<file path="src/sv/pcb_pkg.sv">
// ----------------------------------------------------------------------------
// pcb_pkg
// Types, field widths and register indexes of the periodic cell binning unit.
// ----------------------------------------------------------------------------
package pcb_pkg;

    localparam int AXES         = 3;
    localparam int COMP_W       = 21;
    localparam int POS_W        = 32;
    localparam int CELL_W       = 16;
    localparam int ID_W         = 16;
    localparam int SIZE_W       = 10;
    localparam int ROW_W        = 63;
    localparam int CFG_IDX_W    = 3;
    localparam int CFG_DATA_W   = 64;
    localparam int FRAC_BITS    = 30;
    // raw floor of a Q25.30 sum (55 bits) is kept in 24 bits
    localparam int RAW_W        = 24;
    // product of one position and one component
    localparam int PROD_W       = POS_W + COMP_W;
    localparam int SUM_W        = PROD_W + 2;
    // wrap count times edge component
    localparam int SHIFT_W      = RAW_W + COMP_W + 1;
    localparam int MOVED_W      = SHIFT_W + 3;

    localparam logic [29:0] GRID_RESET = 30'h0100401;
    localparam logic [2:0]  WRAP_RESET = 3'b111;

    typedef enum logic [CFG_IDX_W-1:0] {
        REG_RECIP_A = 3'd0,
        REG_RECIP_B = 3'd1,
        REG_RECIP_C = 3'd2,
        REG_EDGE_A  = 3'd3,
        REG_EDGE_B  = 3'd4,
        REG_EDGE_C  = 3'd5,
        REG_GRID    = 3'd6,
        REG_WRAP    = 3'd7
    } cfg_reg_t;

    typedef struct packed {
        logic [ID_W-1:0]         point_id;
        logic signed [POS_W-1:0] pos_x;
        logic signed [POS_W-1:0] pos_y;
        logic signed [POS_W-1:0] pos_z;
    } in_item_t;

    typedef struct packed {
        logic [ID_W-1:0]          point_id_out;
        logic signed [CELL_W-1:0] cell_a;
        logic signed [CELL_W-1:0] cell_b;
        logic signed [CELL_W-1:0] cell_c;
        logic signed [POS_W-1:0]  moved_x;
        logic signed [POS_W-1:0]  moved_y;
        logic signed [POS_W-1:0]  moved_z;
    } out_item_t;

    // pipeline handshake between stages
    typedef struct packed {
        logic valid;
        logic advance;
    } stage_ctl_t;

    function automatic logic signed [COMP_W-1:0] comp21(input logic [ROW_W-1:0] row,
                                                        input int k);
        comp21 = row[k*COMP_W +: COMP_W];
    endfunction

endpackage

</file>
<file path="src/sv/pcb_wrap.sv">
// ----------------------------------------------------------------------------
// pcb_wrap
// Wraps a raw cell index into [0,size) if periodic, else passes it on; its
// magnitude is reduced by restoring compare and subtract steps over three
// register stages (eight steps each); a negative index then maps into range.
// ----------------------------------------------------------------------------
module pcb_wrap (
    input  logic                              clk,
    input  logic                              adv,
    input  logic signed [pcb_pkg::RAW_W-1:0]  raw,
    input  logic [pcb_pkg::SIZE_W-1:0]        size,
    input  logic                              periodic,
    output logic signed [pcb_pkg::RAW_W-1:0]  wrapped,
    output logic signed [pcb_pkg::RAW_W-1:0]  diff
);
    import pcb_pkg::*;

    // room for the size shifted up by the top step
    localparam int DIV_W = RAW_W + SIZE_W;

    logic [SIZE_W-1:0]        sz;
    logic [RAW_W-1:0]         mag;
    logic [DIV_W-1:0]         rem1_next;
    logic [DIV_W-1:0]         rem2_next;
    logic [DIV_W-1:0]         rem3_next;
    logic [SIZE_W-1:0]        mod_val;
    logic signed [RAW_W-1:0]  raw1_reg;
    logic signed [RAW_W-1:0]  raw2_reg;
    logic [SIZE_W-1:0]        sz1_reg;
    logic [SIZE_W-1:0]        sz2_reg;
    logic                     per1_reg;
    logic                     per2_reg;
    logic [RAW_W-1:0]         rem1_reg;
    logic [RAW_W-1:0]         rem2_reg;
    logic signed [RAW_W-1:0]  wrapped_reg;
    logic signed [RAW_W-1:0]  diff_reg;

    // stage one: magnitude of the index, upper eight remainder steps
    always_comb
    begin
        sz        = (size == '0) ? SIZE_W'(1) : size;
        mag       = raw[RAW_W-1] ? RAW_W'(-raw) : RAW_W'(raw);
        rem1_next = DIV_W'(mag);
        for (int b = 23; b >= 16; b--)
        begin
            if (rem1_next >= (DIV_W'(sz) << b))
                rem1_next = rem1_next - (DIV_W'(sz) << b);
        end
    end

    always_ff @(posedge clk)
    begin
        if (adv)
        begin
            raw1_reg <= raw;
            sz1_reg  <= sz;
            per1_reg <= periodic;
            rem1_reg <= rem1_next[RAW_W-1:0];
        end
    end

    // stage two: middle eight remainder steps
    always_comb
    begin
        rem2_next = DIV_W'(rem1_reg);
        for (int b = 15; b >= 8; b--)
        begin
            if (rem2_next >= (DIV_W'(sz1_reg) << b))
                rem2_next = rem2_next - (DIV_W'(sz1_reg) << b);
        end
    end

    always_ff @(posedge clk)
    begin
        if (adv)
        begin
            raw2_reg <= raw1_reg;
            sz2_reg  <= sz1_reg;
            per2_reg <= per1_reg;
            rem2_reg <= rem2_next[RAW_W-1:0];
        end
    end

    // stage three: last eight steps, negative indices folded back into range
    always_comb
    begin
        rem3_next = DIV_W'(rem2_reg);
        for (int b = 7; b >= 0; b--)
        begin
            if (rem3_next >= (DIV_W'(sz2_reg) << b))
                rem3_next = rem3_next - (DIV_W'(sz2_reg) << b);
        end
        if (raw2_reg[RAW_W-1] && (rem3_next[SIZE_W-1:0] != '0))
            mod_val = sz2_reg - rem3_next[SIZE_W-1:0];
        else
            mod_val = rem3_next[SIZE_W-1:0];
    end

    always_ff @(posedge clk)
    begin
        if (adv)
        begin
            wrapped_reg <= per2_reg ? RAW_W'(mod_val) : raw2_reg;
            diff_reg    <= per2_reg ? raw2_reg - RAW_W'(mod_val) : '0;
        end
    end

    assign wrapped = wrapped_reg;
    assign diff    = diff_reg;

endmodule

</file>
<file path="config.mk">
export PLATFORM = sky130hd
export DESIGN_NAME = pcb_wrap
export DESIGN_NICKNAME = d
export VERILOG_FILES = /design/src/sv/pcb_pkg.sv /design/src/sv/pcb_wrap.sv
export SDC_FILE = /design/constraint.sdc
export NUM_CORES = 1
export LEC_CHECK = 0
export BUFFER_PORTS_ARGS = -buffer_cell sky130_fd_sc_hd__buf_4
export CAP_MARGIN = 20
export CELL_PAD_IN_SITES_DETAIL_PLACEMENT = 0
export CELL_PAD_IN_SITES_GLOBAL_PLACEMENT = 1
export CORE_ASPECT_RATIO = 1.75
export CORE_MARGIN = 5
export CORE_UTILIZATION = 30
export DETAILED_ROUTE_END_ITERATION = 6
export PLACE_DENSITY_LB_ADDON = 0.1
export SYNTH_ARGS = -nofsm -noshare
export SYNTH_HDL_FRONTEND = slang
export SYNTH_SLANG_ARGS = --single-unit
</file>
<file path="constraint.sdc">
create_clock -name clk -period 35.3 [get_ports clk]
set_clock_uncertainty 0.1 [all_clocks]
set_input_delay 1.765 -clock clk [delete_from_list [all_inputs] [get_ports clk]]
set_output_delay 1.765 -clock clk [all_outputs]
set_load 0.05 [all_outputs]
</file>
# == After elaboration in Yosys (flattened, before gate mapping) ==
# Cells that the tools add are included.
# word_totals
word_cells,93
input_bits,37
regBits,166
# op_classes
add_sub_neg,27
reduce_logical,3
muxes,28
n_lt_le_gt_ge,24
# ops
cell,n
$mux 34,21
$mux 24,3
$mux 10,4
$ge 34x10->1,1
$ge 34x11->1,1
$ge 34x12->1,1
$ge 34x13->1,1
$ge 34x14->1,1
$ge 34x15->1,1
$ge 34x16->1,1
$ge 34x18->1,1
$ge 34x19->1,1
$ge 34x20->1,1
$ge 34x21->1,1
$ge 34x22->1,1
$ge 34x23->1,1
$ge 34x24->1,1
$ge 34x26->1,1
$ge 34x27->1,1
$ge 34x28->1,1
$ge 34x29->1,1
$ge 34x30->1,1
$ge 34x31->1,1
$ge 34x32->1,1
32 further kinds,33

# == Logic depth before layout (Yosys ltp) ==
# Gate-level depths: netlist of run 1.
# logic_depth
ltp_word,20
depth_mapped,151

# == Worst setup path after synthesis of run 1 ==
# OpenSTA, ideal clock, no wires.
# synth_path
kind,reg2reg
startpoint,register sz2_reg[1]
endpoint,"register diff_reg[23], in the netlist diff[23] (data pin)"
arrival_time_ns,28.128
t_required_ns,34.928
path_stages_with_launch,143
setup_ns,0.272
slack_ns,6.800
n_path_buf,12
cell_sequence,edfxtp_1 inv_1 ha_1 nand4_1 o31a_1 nand3_2 clkbuf_1 nand2_1 nand2_1 ha_1 a21o_1 a21oi_1 o21ai_0 a221o_1 a211oi_2 and2_1 nand3_2 clkbuf_1 [... 107 more ...] and3_1 o21ai_0 a31oi_1 and4_1 nor3_1 xnor2_1 ha_1 or3_1 or2_2 buf_2 nor3_1 nand2b_1 or3_1 or3_1 or3_1 nor2_1 nor2_1 or4_1
# synth_via
elab_chain_cells,20
word_cells_on_any_way,29
# synth_lines
element,line_no,rtl
start: declaration,pcb_wrap.sv:30,logic [SIZE_W-1:0] sz2_reg;
start signal: assignment,pcb_wrap.sv:78,sz2_reg <= sz1_reg;
"parallel branches: the longest is 18 deep, another holds $sub 34x16->34",-,
$mux 10 *,pcb_wrap.sv:93,if (raw2_reg[RAW_W-1] && (rem3_next[SIZE_W-1:0] != '0))
$sub 24x10->24 *,pcb_wrap.sv:104,diff_reg <= per2_reg ? raw2_reg - RAW_W'(mod_val) : '0;
end signal: assignment,pcb_wrap.sv:104,
end: declaration,pcb_wrap.sv:36,logic signed [RAW_W-1:0] diff_reg;
# Every way passes the cells marked *.
# A chain may end at the register's enable or synchronous reset.

# == Worst setup path after layout of run 1 ==
# layout_path
startpoint,register sz2_reg[2]
endpoint,"register diff_reg[23], in the netlist diff[23] (data pin)"
# Same word-level chain as after synthesis.

==> impl_metrics.env, run 1 <==
export IMPL_post_synth_most_frequent_cells="sky130_fd_sc_hd__nor2_1 (271), sky130_fd_sc_hd__nand2_1 (265), sky130_fd_sc_hd__a21oi_1 (253)"
export IMPL_synth_top_cell_area_share_pct=20.0
export IMPL_detailedRoute_firstPassIterationCount=5
export IMPL_grt_pass1_wl_um=141000
export IMPL_core_region_area_um2=81900
export IMPL_die_x_um=227
export IMPL_wl_per_cell_um=22.2
export IMPL_synthDistinctLibCells=112
export IMPL_clockRootBuffer="sky130_fd_sc_hd__clkbuf_16"
export IMPL_dominantRegCellSynth="sky130_fd_sc_hd__edfxtp_1"
export IMPL_area_sequential_um2=4920
export IMPL_synth_net_count=3425
export IMPL_seq_area_frac_synth_pct=20.0
export IMPL_initialDrtViolationCount=1241
export IMPL_clock_sinks=164
export IMPL_report_final_hold_viol_count=0
export IMPL_synth_avg_cell_area_um2=7.91
export IMPL_die_area_um2=88300
export IMPL_max_capacitance_violation_total=0
export IMPL_cp_common_cell="sky130_fd_sc_hd__o21ai_0"
export IMPL_worstHoldPathCells=0
export IMPL_antenna_violating_nets_post_route=0
export IMPL_multiInputGateArea_um2=18700
export IMPL_initial_core_util_pct=30.1
export IMPL_synth_edf_count=164
export IMPL_setup_tns_final_ns=0
export IMPL_worstSetupStartpointType="flip-flop"
export IMPL_path_class="flip-flop to flip-flop"
export IMPL_num_io_pins=85
export IMPL_final_period_utilization_pct=91.8
export IMPL_synth_area_leader_cell="sky130_fd_sc_hd__edfxtp_1"
export IMPL_routed_via_density=5.58
export IMPL_post_route_drc_count=0
export IMPL_max_slew_margin_rel_pct=31.3
export IMPL_syn_inst_count=3117
export IMPL_tritoncts_num_buffers=17
export IMPL_netlist_area_um2=24700
export IMPL_htree_num_levels=4
export IMPL_actual_slew_at_the_worst_max_slew_pin_ns=1.03
export IMPL_max_stage_delay_ns=0.68
export IMPL_report_final_slew_viol_count=0
export IMPL_first_global_vias=24300
export IMPL_clock_insertion_delay_worst_skew_ns=0.48
export IMPL_grt_total_usage_pct=20.7
export IMPL_worstHoldPathType="flip-flop to flip-flop"
export IMPL_routed_wirelength_um=94000
export IMPL_cts_hold_buf=0
export IMPL_number_of_warnings_printed_during_yosys_synthesis=0
export IMPL_ys_ff_latch=164
export IMPL_rows=139
export IMPL_grt_total_ovfl=0
export IMPL_status="finished clean"
export IMPL_fill_cells=8635
export IMPL_area_growth_pct=10.1
export IMPL_period_needed_ns=32.42
export IMPL_layout_core_utilization_pct=33.2
export IMPL_pin_count_of_the_biggest_net_entering_global_routing=89
export IMPL_synth_area_leaders="sky130_fd_sc_hd__edfxtp_1 (20%), sky130_fd_sc_hd__ha_1 (13%), sky130_fd_sc_hd__xnor2_1 (5.6%)"
export IMPL_asr_flop_ratio_synth_pct=0
export IMPL_dp_final_hpwl_um=79600
export IMPL_rsz0062_at_grt="no"
export IMPL_place_gp_congestion=0.923
export IMPL_r2r_cells=133
export IMPL_max_clock_path_buffers=2
export IMPL_setup_viol_count_final=0
export IMPL_place_ws_ns=2.63
export IMPL_height_of_the_chip_um=389
export IMPL_antenna_found_initial=3
export IMPL_setup_worst_path_end_class="flip-flop"
export IMPL_fmax_ghz=0.0308
export IMPL_clock_tree_from_tritoncts="yes"
export IMPL_cp_arrival_ns=32.55
export IMPL_fin_nets=3474
export IMPL_post_synth_top_count_cell="sky130_fd_sc_hd__nor2_1"
export IMPL_crit_required_ns=35.43
export IMPL_postLayoutSetupSlackWorst_ns=2.88
export IMPL_drive_above_1_share_pct=8.97
export IMPL_critical_path_max_fanout=20
export IMPL_place_port_buffers=84
export IMPL_clk_pin_slew_ns=0.09
export IMPL_detailroute_via_count=23700
export IMPL_slowest_stage="sky130_fd_sc_hd__or4b_1"
[worst max-delay path, delay by kind of cell (launching register included)]
kind / cells / cell delay (ns)
DFF: 1 / 0.41
and+or+nand+nor: 52 / 12.63
AOI/OAI and AO/OA: 60 / 13.47
adders and majority gates: 10 / 3.26
buffers and inverters: 8 / 1.47
muxes: 2 / 0.63
xor gates and xnor gates: 1 / 0.13
[layer usage]
layer / wire length [µm] / vias to the layer above / track usage [%]
li1: - / 11700 / -
met1: 31300 / 11300 / 18.7
met2: 55000 / 494 / 43.6
met3: 2410 / 190 / 2.09
met4: 5350 / 4 / 10.5
met5: 27 / - / 0
[through the flow]
step	hold slack, ns	cells	area, µm²
3_5_place_dp	0.306	4202	26500
2_1_floorplan	0.300	3117	24700
5_1_grt	0.329	4236	27200
6_report	0.322	4237	27200
3_3_place_gp	0.301	4201	26500
4_1_cts	0.323	4234	27100
[kinds of logic after synthesis]
group / after synthesis / synth area share [%]
AND/OR/NAND/NOR: 1131 / 23.8
multiplexers: 97 / 4.20
flip-flops: 164 / 20.0
buffers and inverters: 286 / 4.50
XOR/XNOR: 228 / 8.09
AO/OA/AOI/OAI: 937 / 24.9
adder cells (fa/ha/maj): 274 / 14.6
[area by class of cell]
| cell class | instances | area share, % |
|---|---|---|
| multi-input combinational | 2667 | 68.7 |
| sequential | 164 | 18.1 |
| tap | 1057 | 4.87 |
| timing repair buffer | 116 | 3.21 |
| inverter | 200 | 2.76 |
| clock buffer | 17 | 1.57 |
| clock inverter | 15 | 0.723 |
| antenna | 1 | 0.00921 |
[timing repair]
item	4_1_cts	5_1_grt
setup endpoints to repair	0	3
gates resized for setup	0	4
setup buffers	0	2
endpoints found under the hold margin	0	0
[cell usage in the layout, fill, tap and decap left out, drive strengths merged, types with 75 or more instances in the layout]
master	netlist	layout
a21o	90	90
a21oi	255	255
buf	23	116
edfxtp	164	164
ha	247	247
inv	200	208
nand2	265	265
nand4	75	75
nor2	272	272
o21ai	224	224
xnor2	159	159
[final timing paths]
| path | startpoint | end | slack [ns] |
|---|---|---|---|
| setup / recovery | sz2_reg[2] | diff[23] | 2.88 |
| hold / removal | raw1_reg[3] | raw2_reg[3] | 0.32 |
| hold reg to reg | raw1_reg[3] | raw2_reg[3] | 0.32 |
| setup reg to reg | sz2_reg[2] | diff[23] | 2.88 |
Power of run 1 is left out: the tool's default activity adds up to more than one toggle a clock period on the data nets, which glitch-free logic cannot reach.
==> run 2, diff against run 1 <==
Settings changed: CORE_UTILIZATION 30 to 40.
==> impl_metrics.env, run 2 (same netlist as run 1, synthesis figures left out) <==
export IMPL_clk_pin_slew_ns=0.08
export IMPL_initialDrtViolationCount=1108
export IMPL_report_final_hold_viol_count=0
export IMPL_register_to_register_path_setup_slack_ns=2.96
export IMPL_r2r_cells=132
export IMPL_place_port_buffers=84
export IMPL_cp_common_cell="sky130_fd_sc_hd__o21ai_0"
export IMPL_setup_tns_final_ns=0
export IMPL_worstSetupStartpointType="flip-flop"
export IMPL_max_stage_delay_ns=0.67
export IMPL_grt_pass1_wl_um=132000
export IMPL_clockRootBuffer="sky130_fd_sc_hd__clkbuf_16"
export IMPL_first_global_vias=24000
export IMPL_max_clock_path_buffers=2
export IMPL_regToRegEndpoint="diff[23]"
export IMPL_fmax_ghz=0.0309
export IMPL_antenna_violating_nets_post_route=0
export IMPL_max_slew_margin_rel_pct=34.8
export IMPL_path_class="flip-flop to flip-flop"
export IMPL_setup_viol_count_final=0
export IMPL_initial_core_util_pct=40.4
export IMPL_die_area_um2=66900
export IMPL_core_region_area_um2=61100
export IMPL_worstReg2RegStart="sz2_reg[2]"
export IMPL_worstHoldPathType="flip-flop to flip-flop"
export IMPL_timing_critical_path_max_delay_family="compound AO/OA/AOI/OAI gates"
export IMPL_routed_via_density=5.97
export IMPL_final_period_utilization_pct=91.6
export IMPL_htree_num_levels=4
export IMPL_wl_per_cell_um=21.9
export IMPL_setup_worst_path_end_class="flip-flop"
export IMPL_detailedRoute_firstPassIterationCount=5
export IMPL_die_x_um=198
export IMPL_crit_required_ns=35.39
export IMPL_post_route_drc_count=0
export IMPL_cts_hold_buf=0
export IMPL_grt_total_ovfl=0
export IMPL_num_io_pins=85
export IMPL_clock_insertion_delay_worst_skew_ns=0.46
export IMPL_grt_total_usage_pct=25.1
export IMPL_dp_final_hpwl_um=73700
export IMPL_clock_sinks=164
export IMPL_crit_path_buf_inv_count=8
export IMPL_area_growth_pct=8.54
export IMPL_fin_nets=3474
export IMPL_slowest_stage="sky130_fd_sc_hd__or4b_1"
export IMPL_max_capacitance_violation_total=0
export IMPL_status="finished clean"
export IMPL_height_of_the_chip_um=339
export IMPL_cp_arrival_ns=32.42
export IMPL_report_final_slew_viol_count=0
export IMPL_final_cell_mix="sky130_fd_sc_hd__nor2_1 (271), sky130_fd_sc_hd__nand2_1 (265), sky130_fd_sc_hd__a21oi_1 (253)"
export IMPL_timing_critical_path_from="sz2_reg[2]"
export IMPL_mostFrequentLayoutCell="sky130_fd_sc_hd__nor2_1"
export IMPL_rsz0062_at_grt="no"
export IMPL_place_gp_congestion=0.993
export IMPL_tritoncts_num_buffers=17
export IMPL_pin_count_of_the_biggest_net_entering_global_routing=77
export IMPL_rows=120
export IMPL_actual_slew_at_the_worst_max_slew_pin_ns=0.979
export IMPL_routed_wirelength_um=87100
export IMPL_critical_path_max_fanout=21
export IMPL_detailroute_via_count=23700
export IMPL_n_antenna_cell=0
export IMPL_worstSetupEndpoint="diff[23]"
export IMPL_antenna_found_initial=0
export IMPL_clock_tree_from_tritoncts="yes"
export IMPL_worst_path_stages=132
export IMPL_drive_above_1_share_pct=8.87
export IMPL_period_needed_ns=32.34
-- run 2: what timing repair did --
action | in CTS | in global routing
setup buffers | 0 | 5
gates resized for setup | 0 | 1
hold endpoints to repair | 0 | 0
endpoints found under the setup margin | 0 | 1
-- run 2: metrics by stage --
step                      utilization (%)  instance area [µm²]  setup WS [ns]  std cells  hold WS [ns]
final                                43.8                26800           2.96       3971         0.309
after global routing                 43.8                26800         0.0993       3971         0.314
after CTS                            43.7                26700           2.77       3966         0.310
after detailed placement             42.8                26200           2.94       3935         0.305
after global placement               42.8                26200           3.60       3935         0.301
after floorplan                         -                24700           6.80       3117         0.300
-- run 2: area by class of cell --
cell class,count,area [µm²]
clock inverters,14,144
clock buffers,17,425
multi-input cells,2667,18700
well taps,793,992
fillers,6167,34300
flip-flops and latches,164,4920
repair buffers,116,875
inverters,200,751
-- run 2: routing by layer --
metal,up-vias,global-route usage (%),part of all wire [%]
met2,489,51.9,58
met4,0,13.8,6.3
met3,207,2.60,2.8
met1,11300,22.9,33
li1,11700,-,-
met5,-,0,0
-- run 2: how the worst min path moves through the flow --
stage,slack (ns),cells past startpoint,end,start
2_1_floorplan,0.30,0,per2_reg,per1_reg
3_3_place_gp,0.30,0,raw2_reg[20],raw1_reg[20]
3_5_place_dp,0.31,0,raw2_reg[16],raw1_reg[16]
4_1_cts,0.31,0,raw2_reg[7],raw1_reg[7]
5_1_grt,0.31,0,raw2_reg[7],raw1_reg[7]
6_report,0.31,0,raw2_reg[7],raw1_reg[7]
Power of run 2 is left out for the same reason.
